$ cat src/rtl/tkct_pkg.sv
// shared constants and action codes of the top-k count table
package tkct_pkg;

    localparam int TOP_K   = 16;
    localparam int IDX_W   = (TOP_K > 1) ? $clog2(TOP_K) : 1;
    localparam int OCC_W   = $clog2(TOP_K + 1);
    localparam int KEY_W   = 32;
    localparam int COUNT_W = 31;
    localparam int LIMIT_W = 5;
    localparam int ACT_W   = 2;
    localparam int RAM_W   = KEY_W + COUNT_W;

    // stream payload widths, padded to whole bytes
    localparam int IN_TDATA_W  = ((KEY_W + COUNT_W + 7) / 8) * 8;
    localparam int OUT_RAW_W   = KEY_W + COUNT_W + OCC_W;
    localparam int OUT_TDATA_W = ((OUT_RAW_W + 7) / 8) * 8;

    localparam logic [LIMIT_W-1:0] LIMIT_RESET = LIMIT_W'(16);

    localparam logic [ACT_W-1:0] ACT_UPDATE = 2'd0;
    localparam logic [ACT_W-1:0] ACT_INSERT = 2'd1;
    localparam logic [ACT_W-1:0] ACT_EVICT  = 2'd2;
    localparam logic [ACT_W-1:0] ACT_REJECT = 2'd3;

endpackage

$ cat src/rtl/top_k_count_table_top.sv
// top level of the top-k count table: scan sequencer around the entry ram
// usage
//   slave stream s_*: one transfer offers a key id and its count. the block
//   takes one offer at a time and raises s_tready only when it is idle.
//   master stream m_*: one result transfer per offer, with the action in
//   m_tuser and the evicted entry and the new occupancy in m_tdata.
//   i_cfg_we / i_cfg_wdata write table_limit (0 acts as 1, above TOP_K acts
//   as TOP_K); write it only while no offer is in flight.
// scan sequence
//   after the offer transfer the block reads all TOP_K entries, one entry per
//   cycle through the single read port, compares each one as it leaves the
//   registered read pipe, then decides and writes back. the next offer is
//   taken only after the decide step, so offers never overlap in the scan.
// reset
//   i_rst_n (synchronous, active low) empties the table through the valid
//   flops, sets table_limit to 16 and drops any pending result.
// stall
//   the result sits in an output register; a new offer is still taken and
//   scanned while it waits, and the decide step holds until it is taken.
module top_k_count_table_top import tkct_pkg::*; (
    input  logic                   i_clk,
    input  logic                   i_rst_n,
    // offer stream
    input  logic                   s_tvalid,
    output logic                   s_tready,
    input  logic [IN_TDATA_W-1:0]  s_tdata,   // key_id[31:0], entry_count[62:32], zero pad
    // result stream
    output logic                   m_tvalid,
    input  logic                   m_tready,
    output logic [OUT_TDATA_W-1:0] m_tdata,   // evicted_key[31:0], evicted_count[62:32],
                                              // occupancy[67:63], zero pad
    output logic [ACT_W-1:0]       m_tuser,   // action[1:0]
    // configuration
    input  logic                   i_cfg_we,
    input  logic [LIMIT_W-1:0]     i_cfg_wdata
);

    localparam logic [1:0] ST_IDLE   = 2'd0;
    localparam logic [1:0] ST_SCAN   = 2'd1;
    localparam logic [1:0] ST_DECIDE = 2'd2;

    localparam logic [IDX_W-1:0] LAST_IDX = IDX_W'(TOP_K - 1);

    // control state
    logic [1:0]         r_state;
    logic [LIMIT_W-1:0] r_limit;
    logic [TOP_K-1:0]   r_valid;
    logic [OCC_W-1:0]   r_occ;
    logic               r_rd_go;
    logic [IDX_W-1:0]   r_rd_idx;
    logic               r_pr_vld;
    logic [IDX_W-1:0]   r_pr_idx;
    logic               r_match_hit;
    logic               r_min_hit;
    logic               r_out_vld;

    // payload
    logic [KEY_W-1:0]   r_key;
    logic [COUNT_W-1:0] r_cnt;
    logic [IDX_W-1:0]   r_match_idx;
    logic [IDX_W-1:0]   r_min_idx;
    logic [KEY_W-1:0]   r_min_key;
    logic [COUNT_W-1:0] r_min_cnt;
    logic [ACT_W-1:0]   r_out_act;
    logic [KEY_W-1:0]   r_out_ekey;
    logic [COUNT_W-1:0] r_out_ecnt;
    logic [OCC_W-1:0]   r_out_occ;

    // ram side
    logic               ram_we;
    logic [IDX_W-1:0]   ram_waddr;
    logic [RAM_W-1:0]   ram_rdata;
    logic [KEY_W-1:0]   rd_key;
    logic [COUNT_W-1:0] rd_cnt;

    // decide step
    logic               s_acc;
    logic               fire;
    logic [OCC_W-1:0]   lim_eff;
    logic [IDX_W-1:0]   free_idx;
    logic               ins_ok;
    logic               ev_ok;
    logic               rd_hit;
    logic               rd_better;
    logic [ACT_W-1:0]   n_act;
    logic [KEY_W-1:0]   n_ekey;
    logic [COUNT_W-1:0] n_ecnt;
    logic [OCC_W-1:0]   n_occ;

    assign s_tready = (r_state == ST_IDLE);
    assign s_acc    = s_tvalid && s_tready;
    assign fire     = (r_state == ST_DECIDE) && (!r_out_vld || m_tready);

    // entry store: key in the upper bits, count in the lower bits
    tkct_ram #(
        .WIDTH (RAM_W),
        .DEPTH (TOP_K)
    ) u_entry_ram (
        .i_clk   (i_clk),
        .i_we    (ram_we),
        .i_waddr (ram_waddr),
        .i_wdata ({r_key, r_cnt}),
        .i_re    (r_rd_go),
        .i_raddr (r_rd_idx),
        .o_rdata (ram_rdata)
    );

    assign rd_key = ram_rdata[RAM_W-1 -: KEY_W];
    assign rd_cnt = ram_rdata[COUNT_W-1:0];

    // entry coming out of the ram this cycle
    assign rd_hit    = r_valid[r_pr_idx] && (rd_key == r_key);
    assign rd_better = !r_min_hit || (rd_cnt < r_min_cnt) ||
                       ((rd_cnt == r_min_cnt) && (rd_key < r_min_key));

    // table_limit saturated to 1..TOP_K
    always_comb begin
        if (r_limit == '0) begin
            lim_eff = OCC_W'(1);
        end else if (int'(r_limit) > TOP_K) begin
            lim_eff = OCC_W'(TOP_K);
        end else begin
            lim_eff = OCC_W'(r_limit);
        end
    end

    // lowest free slot; one exists whenever occupancy is below the limit
    always_comb begin
        free_idx = '0;
        for (int i = TOP_K - 1; i >= 0; i--) begin
            if (!r_valid[i]) begin
                free_idx = IDX_W'(i);
            end
        end
    end

    assign ins_ok = (r_occ < lim_eff);
    assign ev_ok  = r_min_hit && (r_cnt > r_min_cnt);

    // priority: existing key, free slot, eviction of the minimum, reject
    always_comb begin
        n_act     = ACT_REJECT;
        n_ekey    = '0;
        n_ecnt    = '0;
        n_occ     = r_occ;
        ram_waddr = r_match_idx;
        if (r_match_hit) begin
            n_act = ACT_UPDATE;
        end else if (ins_ok) begin
            n_act     = ACT_INSERT;
            ram_waddr = free_idx;
            n_occ     = r_occ + OCC_W'(1);
        end else if (ev_ok) begin
            n_act     = ACT_EVICT;
            ram_waddr = r_min_idx;
            n_ekey    = r_min_key;
            n_ecnt    = r_min_cnt;
        end
    end

    assign ram_we = fire && (n_act != ACT_REJECT);

    // control registers
    always_ff @(posedge i_clk) begin
        if (!i_rst_n) begin
            r_state     <= ST_IDLE;
            r_limit     <= LIMIT_RESET;
            r_valid     <= '0;
            r_occ       <= '0;
            r_rd_go     <= 1'b0;
            r_rd_idx    <= '0;
            r_pr_vld    <= 1'b0;
            r_pr_idx    <= '0;
            r_match_hit <= 1'b0;
            r_min_hit   <= 1'b0;
            r_out_vld   <= 1'b0;
        end else begin
            if (i_cfg_we) begin
                r_limit <= i_cfg_wdata;
            end
            // a new result replaces the one leaving in the same cycle
            if (fire) begin
                r_out_vld <= 1'b1;
            end else if (m_tvalid && m_tready) begin
                r_out_vld <= 1'b0;
            end
            case (r_state)
                ST_IDLE: begin
                    if (s_acc) begin
                        r_state     <= ST_SCAN;
                        r_rd_go     <= 1'b1;
                        r_rd_idx    <= '0;
                        r_match_hit <= 1'b0;
                        r_min_hit   <= 1'b0;
                    end
                end
                ST_SCAN: begin
                    // each entry is compared in the cycle after its read is issued
                    r_pr_vld <= r_rd_go;
                    r_pr_idx <= r_rd_idx;
                    if (r_rd_go) begin
                        r_rd_idx <= r_rd_idx + IDX_W'(1);
                        if (r_rd_idx == LAST_IDX) begin
                            r_rd_go <= 1'b0;
                        end
                    end
                    if (r_pr_vld) begin
                        if (!r_match_hit && rd_hit) begin
                            r_match_hit <= 1'b1;
                        end
                        if (r_valid[r_pr_idx] && rd_better) begin
                            r_min_hit <= 1'b1;
                        end
                        if (r_pr_idx == LAST_IDX) begin
                            r_state <= ST_DECIDE;
                        end
                    end
                end
                ST_DECIDE: begin
                    r_pr_vld <= 1'b0;
                    if (fire) begin
                        r_occ     <= n_occ;
                        r_state   <= ST_IDLE;
                        if (n_act == ACT_INSERT) begin
                            r_valid[free_idx] <= 1'b1;
                        end
                    end
                end
                default: begin
                    r_state <= ST_IDLE;
                end
            endcase
        end
    end

    // payload registers
    always_ff @(posedge i_clk) begin
        if (s_acc) begin
            r_key <= s_tdata[KEY_W-1:0];
            r_cnt <= s_tdata[KEY_W +: COUNT_W];
        end
        if ((r_state == ST_SCAN) && r_pr_vld) begin
            if (!r_match_hit && rd_hit) begin
                r_match_idx <= r_pr_idx;
            end
            if (r_valid[r_pr_idx] && rd_better) begin
                r_min_idx <= r_pr_idx;
                r_min_key <= rd_key;
                r_min_cnt <= rd_cnt;
            end
        end
        if (fire) begin
            r_out_act  <= n_act;
            r_out_ekey <= n_ekey;
            r_out_ecnt <= n_ecnt;
            r_out_occ  <= n_occ;
        end
    end

    assign m_tvalid = r_out_vld;
    assign m_tuser  = r_out_act;
    assign m_tdata  = {{(OUT_TDATA_W - OUT_RAW_W){1'b0}}, r_out_occ, r_out_ecnt, r_out_ekey};

endmodule

$ cat src/rtl/tkct_ram.sv
// generic single-write, single-read ram with registered read data
module tkct_ram #(
    parameter int WIDTH = 8,
    parameter int DEPTH = 16
) (
    input  logic                                  i_clk,
    input  logic                                  i_we,
    input  logic [((DEPTH > 1) ? $clog2(DEPTH) : 1)-1:0] i_waddr,
    input  logic [WIDTH-1:0]                      i_wdata,
    input  logic                                  i_re,
    input  logic [((DEPTH > 1) ? $clog2(DEPTH) : 1)-1:0] i_raddr,
    output logic [WIDTH-1:0]                      o_rdata
);

    logic [WIDTH-1:0] r_mem [DEPTH];
    logic [WIDTH-1:0] r_rdata;

    always_ff @(posedge i_clk) begin
        if (i_we) begin
            r_mem[i_waddr] <= i_wdata;
        end
        if (i_re) begin
            r_rdata <= r_mem[i_raddr];
        end
    end

    assign o_rdata = r_rdata;

endmodule

$ cat config.mk
export PLATFORM = sky130hd
export DESIGN_NAME = top_k_count_table_top
export DESIGN_NICKNAME = d
export VERILOG_FILES = /design/src/rtl/tkct_pkg.sv /design/src/rtl/top_k_count_table_top.sv /design/src/rtl/tkct_ram.sv
export SDC_FILE = /design/constraint.sdc
export NUM_CORES = 1
export LEC_CHECK = 0
export ABC_AREA = 1
export BUFFER_PORTS_ARGS = -buffer_cell sky130_fd_sc_hd__buf_4
export CAP_MARGIN = 20
export CELL_PAD_IN_SITES_DETAIL_PLACEMENT = 1
export CELL_PAD_IN_SITES_GLOBAL_PLACEMENT = 1
export CORE_AREA = 2 2 308 310
export CTS_CLUSTER_SIZE = 40
export DETAILED_ROUTE_END_ITERATION = 10
export DIE_AREA = 0 0 310 312
export GPL_ROUTABILITY_DRIVEN = 0
export HOLD_SLACK_MARGIN = 0.12
export PLACE_DENSITY_LB_ADDON = 0.12
export SKIP_LAST_GASP = 1
export SLEW_MARGIN = 20
export SYNTH_ARGS = -nofsm -noshare
export SYNTH_HDL_FRONTEND = slang
export SYNTH_SLANG_ARGS = --single-unit
$ cat constraint.sdc
create_clock -name i_clk -period 13.5 [get_ports i_clk]
set_clock_uncertainty 0.05 [all_clocks]
set_input_delay 2.025 -clock i_clk [delete_from_list [all_inputs] [get_ports i_clk]]
set_output_delay 2.025 -clock i_clk [all_outputs]
set_load 0.005 [all_outputs]
==> run summary, run 1 <==
The tools report the iteration-0 DRC count of the detailed router as 3599. Of the total power, the share spent switching nets is 32.9%. The min-delay analysis places its worst path in the category flip-flop to flip-flop. The worst setup path is of the flip-flop to flip-flop kind. After legalization and detailed placement, the total HPWL measured 82500 um.

The shortest period the worst path allows came out at 5.90 ns. Before antenna repair, the detailed router went through 6 iterations. Among the stages of the critical path, the cell type that occurs most often is nand3_1. The count of cell types in the netlist came out at 51. The tree built by TritonCTS fans out to 1316 sinks. The die covers 96700 sq um. For this block, the via count after detailed routing is 33982. TritonCTS built the clock tree. The slew of the pin with the lowest slew margin is 1.21 ns. The die extent in y works out to 312 um. For the worst supply voltage drop on vdd, the log shows 0.000141 V. The cell area after synthesis came out at 52000 sq um.

For met1 alone, demand over resource in global routing was 41.3%. In the synthesized netlist, the number of instances is 3866. Adding up every negative setup slack in the final design gives 0 ns. The number of buffer and inverter stages on the critical path was 3; the switching power total was 3.88 mW.

The critical path goes through ha_1, nand2_1, nor2_1, nand4_1, nor2_1, a21oi_1, a21boi_0, nand3_1, nand3_1, inv_1, nand3_1, nor2_4, buf_4, buf_4. Clock latency on the worst-skew pair, taken at its later pin, is 0.76 ns. In this run the static leakage power is 19.8 nW.

Combinational logic burns 22.3% of the power. STA classifies the critical path endpoint as a flip-flop. Among all stages on the critical path, the largest delay is contributed by buf_4. The final layout contains 4163 nets. In this run the remaining antenna-violating nets after routing total 0. The residual overflow from global routing was 0; the remaining routing DRC violations was 0. The worst setup path is launched from a flip-flop. Yosys mapped a number of flops with a built-in enable equal to 1275. For the arrival time reported for the critical path endpoint, the log shows 6.21 ns. In this run the tightest slew margin relative to its limit is 19.1%. Counting flops with an async set or reset pin after synthesis yields a share of 0%. For the final hold violation count, the log shows 0. The count of final setup violators was 0. The run finished with clean final reports.

The run gives 13.81 ns as the required time of the critical path. The finished layout holds 5348 standard cells, fillers aside. Setup repair after global routing left no endpoint under its margin.

In this run, flip-flops and latches consume 46.7% of the power. After detailed routing, the total wire length is 152000 um. In this run the horizontal extent of the chip is 310 um. Clock tree synthesis inserted a total of 136 buffers. Global routing used 4.76% of the available met3 tracks. The share of the Yosys chip area taken by registers is 75.2%. The number of global-route vias before repair was 35968; the number of antenna violations at the first check in global routing was 0. The number of placed instances, taps included, is 5102. The worst path uses 43.7% of the clock period. The routing usage on met2 was 53.2%; the antenna diode instance count was 0. The mean number of vias per cell was 6.35; the top cell type's share of synthesized area was 73.6%. The synthesized design contains 1316 register bits.

After synthesis, the mean cell area works out to 13.5 sq um. Derived from the worst setup path, the maximum achievable clock frequency is 170 MHz. The run gives 54400 sq um as the placed standard-cell area.

The logs give 93000 sq um for the core outline area and 0 for the number of warnings issued by yosys. Cell internal power was estimated by the tool at 7.92 mW. For this configuration, the core starts out at a cell density of 55.9%. After routing the design area is 58700 sq um. The number of rows in the core area came out at 112. Dividing total power by cell area gives a power density of 201 nW/um^2.

For this run, the slowest stage of the critical path takes 0.69 ns. Gates resized during post-CTS repair numbered 0. Cell type group with the largest total delay on the critical path: simple AND/OR/NAND/NOR gates. The maximum clock path buffer count came out at 3.

Max-cap violations in this run came to 0. In this run the worst path has a maximum fanout of 31. 150 I/O pins were placed.

Global routing's busiest layer: met2. Relative to the synthesized area, the layout overhead comes to 12.8%. After clock tree synthesis, the clock-pin slew on the worst setup and hold paths is 0.06 ns.

Global routing consumed, over all layers together, 31.6% of the routing resources. Entering global routing, the biggest net connects 157 pins. The cell sitting at the root of the clock tree is a clkbuf_16. The H-tree was split into 4 levels. edfxtp_1 takes more of the synthesized area than any other cell. For this run, the leading register cell type out of synthesis is edfxtp_1.

The final number of max-transition violations came out at 0. After synthesis, the cell types taking the most area are edfxtp_1 (74%), o21ai_0 (5.3%), nor2_1 (4.7%), ha_1 (2.5%), o22ai_1 (1.9%). For the post-CTS setup buffer count, the log shows 0. After clock tree synthesis, the flow added hold-fix buffers numbering 0.

The part of the total power dissipated in the clock network was 31.0%; the average wire per standard cell was 28.4 um. The number of buffers added on ports was 144; the global-route wire length before repair was 225000 um. The share of final-layout standard cells stronger than drive strength 1 is 10.6%.
final cells by class:
class	count	area [sq um]
inverter	169	656
multi-input combinational	2167	11600
timing repair buffer	197	1500
fill	8830	34400
clock inverter	64	512
clock buffer	181	3760
tap	1254	1570
sequential	1316	39100
stage by stage:
step | util, % | setup WS, ns | hold slack (ns) | total power [mW]
after floorplan | - | 5.94 | 0.376 | 7.05
after detailed placement | 58.4 | 7.39 | 0.395 | 8.15
after global routing | 63.1 | 7.39 | 0.419 | 12.3
after CTS | 63.0 | 7.66 | 0.410 | 11.8
after global placement | 58.4 | 7.48 | 0.385 | 7.98
final | 63.1 | 7.60 | 0.410 | 11.8
metal layers:
layer,up-vias,share of wire [%]
met3,338,7.0
met1,17560,39
met5,-,0
met2,1472,50
met4,0,3.7
li1,14612,-
layout by cell type, fill, tap and decap left out, types with 4 or more instances in the layout:
| cell type | netlist | final |
|---|---|---|
| edfxtp_1 | 1275 | 1275 |
| nor2_1 | 647 | 629 |
| o21ai_0 | 548 | 548 |
| nand2_1 | 251 | 251 |
| buf_4 | 4 | 195 |
| o22ai_1 | 160 | 160 |
| inv_1 | 161 | 156 |
| clkbuf_16 | 0 | 144 |
| nand3_1 | 133 | 133 |
| o221ai_1 | 102 | 102 |
| ha_1 | 102 | 102 |
| a21oi_1 | 82 | 82 |
| dfxtp_1 | 41 | 37 |
| clkinv_1 | 3 | 35 |
| clkbuf_1 | 185 | 35 |
| o211ai_1 | 33 | 33 |
| nand4_1 | 27 | 27 |
| nor2_4 | 1 | 19 |
| clkinv_2 | 0 | 17 |
| xor2_1 | 9 | 9 |
| a211oi_1 | 9 | 9 |
| nand2_2 | 7 | 7 |
| a31oi_1 | 7 | 7 |
| bufinv_16 | 0 | 7 |
| inv_6 | 0 | 6 |
| nor3_1 | 5 | 5 |
| o21a_1 | 4 | 4 |
| nor4_1 | 4 | 4 |
| conb_1 | 1 | 4 |
| dfxtp_4 | 0 | 4 |
worst paths after layout:
kind / startpoint / end / slack [ns] / cells after the start
worst max-delay path: r_cnt[29] / u_entry_ram.r_mem[13][9] / 7.60 / 14
worst min-delay path: u_entry_ram.o_rdata[10] / r_min_cnt[10] / 0.41 / 0
worst max register to register: r_cnt[29] / u_entry_ram.r_mem[13][9] / 7.60 / 14
worst min register to register: u_entry_ram.o_rdata[10] / r_min_cnt[10] / 0.41 / 0
registers in the layout, indices dropped and copies added, names as in the netlist, 2 cells and up:
| name | flops |
|---|---|
| r_pr_idx | 4 |
| r_cnt | 31 |
| u_entry_ram.o_rdata | 63 |
| r_match_idx | 4 |
| m_tuser | 2 |
| r_out_occ | 5 |
| r_rd_idx | 4 |
| r_limit | 5 |
| r_out_ekey | 32 |
| r_min_idx | 4 |
| u_entry_ram.r_mem | 1008 |
| r_min_cnt | 31 |
| r_out_ecnt | 31 |
| r_state | 2 |
| r_key | 32 |
| r_min_key | 32 |
| r_valid | 16 |
| r_occ | 5 |
logic make-up after synthesis:
group,count (synthesis),share of synthesized area [%]
buffers and inverters,386,2.86
AND/OR/NAND/NOR,1087,8.52
adder cells (fa/ha/maj),102,2.45
other,1,0.00721
XOR/XNOR,12,0.202
flip-flops,1316,75.2
AO/OA/AOI/OAI,962,10.8
power by group through the flow:
stage	registers (mW)	logic (mW)	clock network, mW
after global routing	5.55	2.89	3.83
after CTS	5.51	2.62	3.69
after global placement	5.55	2.43	0
after floorplan	5.37	1.68	0
after detailed placement	5.58	2.57	0
final	5.51	2.63	3.66
synth_stat cells (18+ instances only):
cell      number
edfxtp_1    1275
nor2_1       647
o21ai_0      548
nand2_1      251
clkbuf_1     185
inv_1        161
o22ai_1      160
nand3_1      133
ha_1         102
o221ai_1     102
a21oi_1       82
dfxtp_1       41
o211ai_1      33
nand4_1       27
buf_2         18
No activity file was read; power rests on OpenSTA's default activity.
==> inputs of run 2 (changes only) <==
- CORE_AREA: 2 2 308 310 -> 2 2 320 322
- DIE_AREA: 0 0 310 312 -> 0 0 322 324
- clock period: 13.5 -> 5.6 ns (I/O delays scaled with it)
==> run 2 against run 1 <==
Compared with the run above:
- sequential share of layout area fell by 0.49 points
- non-clock buffer count grew 5
- design area rose by 0.74%
- total power is 140% higher
- sequential cell count unchanged
- worst hold slack got worse by 0.21 ns
- setup slack got worse by 6.9 ns
- clock power grew 140%
- critical path type unchanged
- largest cell class unchanged
==> run summary, run 2 (synthesis results as in run 1) <==
The logic gate share of total power came out at 22.1% (was 22.3%). Remaining routing DRC violations: 0 (unchanged). The post-CTS setup buffer count is 0 (unchanged). The register area was 39100 sq um (unchanged); the die boundary width was 322 um (was 310 um). Post-detailed-route count of antenna-violating nets: 0 (unchanged). The most common cell after layout, fill and taps aside was edfxtp_1 (unchanged). Shortest period the worst path allows: 4.86 ns (was 5.90 ns). The cell type of the slowest stage on the worst timing path is edfxtp_1 (was buf_4). The type of the worst setup path was flip-flop to flip-flop (unchanged). Commonest non-fill, non-tap cells in the layout: edfxtp_1 (1275), nor2_1 (629), o21ai_0 (548) (unchanged).

TritonCTS built the clock tree. For the final net count, the log shows 4172 (was 4163). Final hold violation count: 0 (unchanged). The pin count of the biggest net entering global routing was 178 (was 157). The count of final setup violators is 0 (unchanged). Dominant cell type by count on the critical path: nand3_1 (unchanged). The flip-flop count of the largest register after layout is 1008 (unchanged).

The logs give 140 (was 136) for the TritonCTS buffer count and 80300 um (was 82500 um) for the half-perimeter wire length after placement. Fill cell instance count of the final layout: 9668 (was 8830). The clock transition at the registers of the reported paths is 0.06 ns (about the same).

The internal power summed over all cells is 19.2 mW (was 7.92 mW), and the highest achievable clock rate is 206 MHz (was 170 MHz). The delay of the slowest cell on the worst path works out to 0.66 ns (was 0.69 ns). The initial cell density of the core was 51.5% (was 55.9%); the mean number of vias per cell was 6.09 (was 6.35). The number of buffers added on ports works out to 144 (unchanged). The tools report the global routing usage summed across all routing layers as 28.0% (was 31.6%). For the instance count after placement with tap cells included, the log shows 5163 (was 5102).

The number of buffer and inverter stages on the critical path is 2 (was 3). Setup repair after global routing left no endpoint under its margin. The switching power total was 9.34 mW (was 3.88 mW). The setup slack after placement came out at 0.812 ns (was 7.39 ns). Average wire per standard cell: 26.9 um (was 28.4 um). Slew of the pin with the lowest slew margin: 0.960 ns (was 1.21 ns). The final non-filler cell total came out at 5416 (was 5348).

The arrival time reported for the critical path endpoint was 5.18 ns (was 6.21 ns). The worst min-delay path class was input pin to flip-flop (was flip-flop to flip-flop). The maximum clock path buffer count was 3 (unchanged). For the number of rows in the core area, the log shows 117 (was 112). The part of the cycle the worst path needs is 86.7% (was 43.7%), and the max-cap violation count is 0 (unchanged). The cell type group with the largest total delay on the critical path is simple AND/OR/NAND/NOR gates (unchanged).

Die extent in y: 324 um (was 312 um). For the H-tree depth, the log shows 4 (unchanged). The core outline area was 101000 sq um (was 93000 sq um). The run gives 31.3% (was 31.0%) as the part of the total power dissipated in the clock network.

Later-pin clock latency in the skew report: 0.76 ns (about the same). The tools report the worst supply voltage drop on vdd as 0.000381 V (was 0.000141 V). The number of top-level pins was 150 (unchanged). The register ranked first by flip-flop count was u_entry_ram.r_mem (unchanged).

The worst hold-check slack was 0.202 ns (was 0.410 ns). The register share of total power is 46.6% (was 46.7%), and the final cell utilization of the core is 58.5% (was 63.1%). The detailed-route via count was 32960 (was 33982). The global-route wire length before repair was 216000 um (was 225000 um). The power density of the placed cells works out to 483 nW/um^2 (was 201 nW/um^2). The static leakage was 20.0 nW (was 19.8 nW); the number of antenna violations at the first check in global routing was 1 (was 0). The overall routed net length is 146000 um (was 152000 um), and the maximum fanout along the worst path is 36 (was 31).

The run finished with clean final reports. The run gives 1316 (unchanged) as the number of sinks on the clock net. The logs give 104000 sq um (was 96700 sq um) for the area enclosed by the die boundary and 36.0% (was 19.1%) for the remaining max-slew budget at the tightest pin.

The final number of max-transition violations came out at 0 (unchanged). The clock root buffer master was clkbuf_16 (unchanged). The residual overflow from global routing is 0 (unchanged). For the worst setup margin, the log shows 0.742 ns (was 7.60 ns).

The run gives 0 (unchanged) as the number of instances resized during post-cts repair. Launching element type of the critical path: a flip-flop (unchanged). The logs give 0 ns (unchanged) for the post-route setup TNS and 11600 sq um (unchanged) for the area of the multi-input gates. The switching power as a share of total power came out at 32.7% (was 32.9%). Share of final-layout standard cells stronger than drive strength 1: 10.8% (was 10.6%). The synthesis-to-finish area growth was 13.7% (was 12.8%). Number of global-route vias before repair: 34358 (was 35968).

The post-cts hold buffer count was 0 (unchanged). For the iteration-0 DRC count of the detailed router, the log shows 3064 (was 3599). List of cells traversed by the critical path: ha_1, nand2_1, nor2_1, nand4_1, nor2_1, a21oi_1, a21boi_0, nand3_1, nand3_1, inv_1, nand3_1, nor2_4, buf_4 (was ha_1, nand2_1, nor2_1, nand4_1, nor2_1, a21oi_1, a21boi_0, nand3_1, nand3_1, inv_1, nand3_1, nor2_4, buf_4, buf_4).

The number of search-and-repair iterations in the first detailed-routing pass was 7 (was 6). The element type at the critical path end is a flip-flop (unchanged). The required time of the critical path was 5.92 ns (was 13.81 ns).
==> run 2: worst reg2reg max path: cells and delay by family (launching register included) <==
kind / cells / cell delay (ns)
flip-flops: 1 / 0.66
adder cells (fa/ha/maj): 1 / 0.42
AO/OA/AOI/OAI: 2 / 0.53
buffers and inverters: 2 / 0.75
AND/OR/NAND/NOR: 8 / 2.04
==> run 2: cell type report <==
class                   instances  area share, %
flip-flops and latches       1316           66.2
multi-input cells            2167           19.6
inverters                     169           1.11
repair buffers                202           3.02
diodes                          1        0.00423
clock inverters                64          0.861
clock buffers                 188           6.50
well taps                    1309           2.77
==> run 2: metrics by stage <==
| step | area [sq um] | power [mW] |
|---|---|---|
| 2_1_floorplan | 52000 | 17.0 |
| 3_3_place_gp | 54800 | 19.5 |
| 3_5_place_dp | 54800 | 19.7 |
| 4_1_cts | 59100 | 28.7 |
| 5_1_grt | 59100 | 29.8 |
| 6_report | 59100 | 28.6 |
==> run 2: power by group through the flow <==
stage,logic [mW],registers (mW),clock network [mW]
CTS,6.35,13.3,9.04
global route,6.98,13.4,9.38
finish,6.32,13.3,8.93
detailed placement,6.27,13.5,0
global placement,6.03,13.4,0
floorplan,4.05,12.9,0
==> run 2: worst paths after layout <==
| kind | startpoint | depth (start not counted) | slack, ns | to |
|---|---|---|---|---|
| worst max-delay path | r_cnt[29] | 13 | 0.74 | u_entry_ram.r_mem[5][30] |
| worst min-delay path | s_tdata[23] | 1 | 0.20 | r_key[23] |
| worst max register to register | r_cnt[29] | 13 | 0.74 | u_entry_ram.r_mem[5][30] |
| worst min register to register | u_entry_ram.o_rdata[0] | 0 | 0.40 | r_min_cnt[0] |
==> run 2: routing by layer <==
metal | vias up | wire (um) | GRT usage (%)
met1 | 17022 | 60200 | 36.4
li1 | 14633 | - | -
met5 | - | 0 | 0
met3 | 266 | 8210 | 4.16
met4 | 0 | 4440 | 9.82
met2 | 1039 | 72900 | 48.1
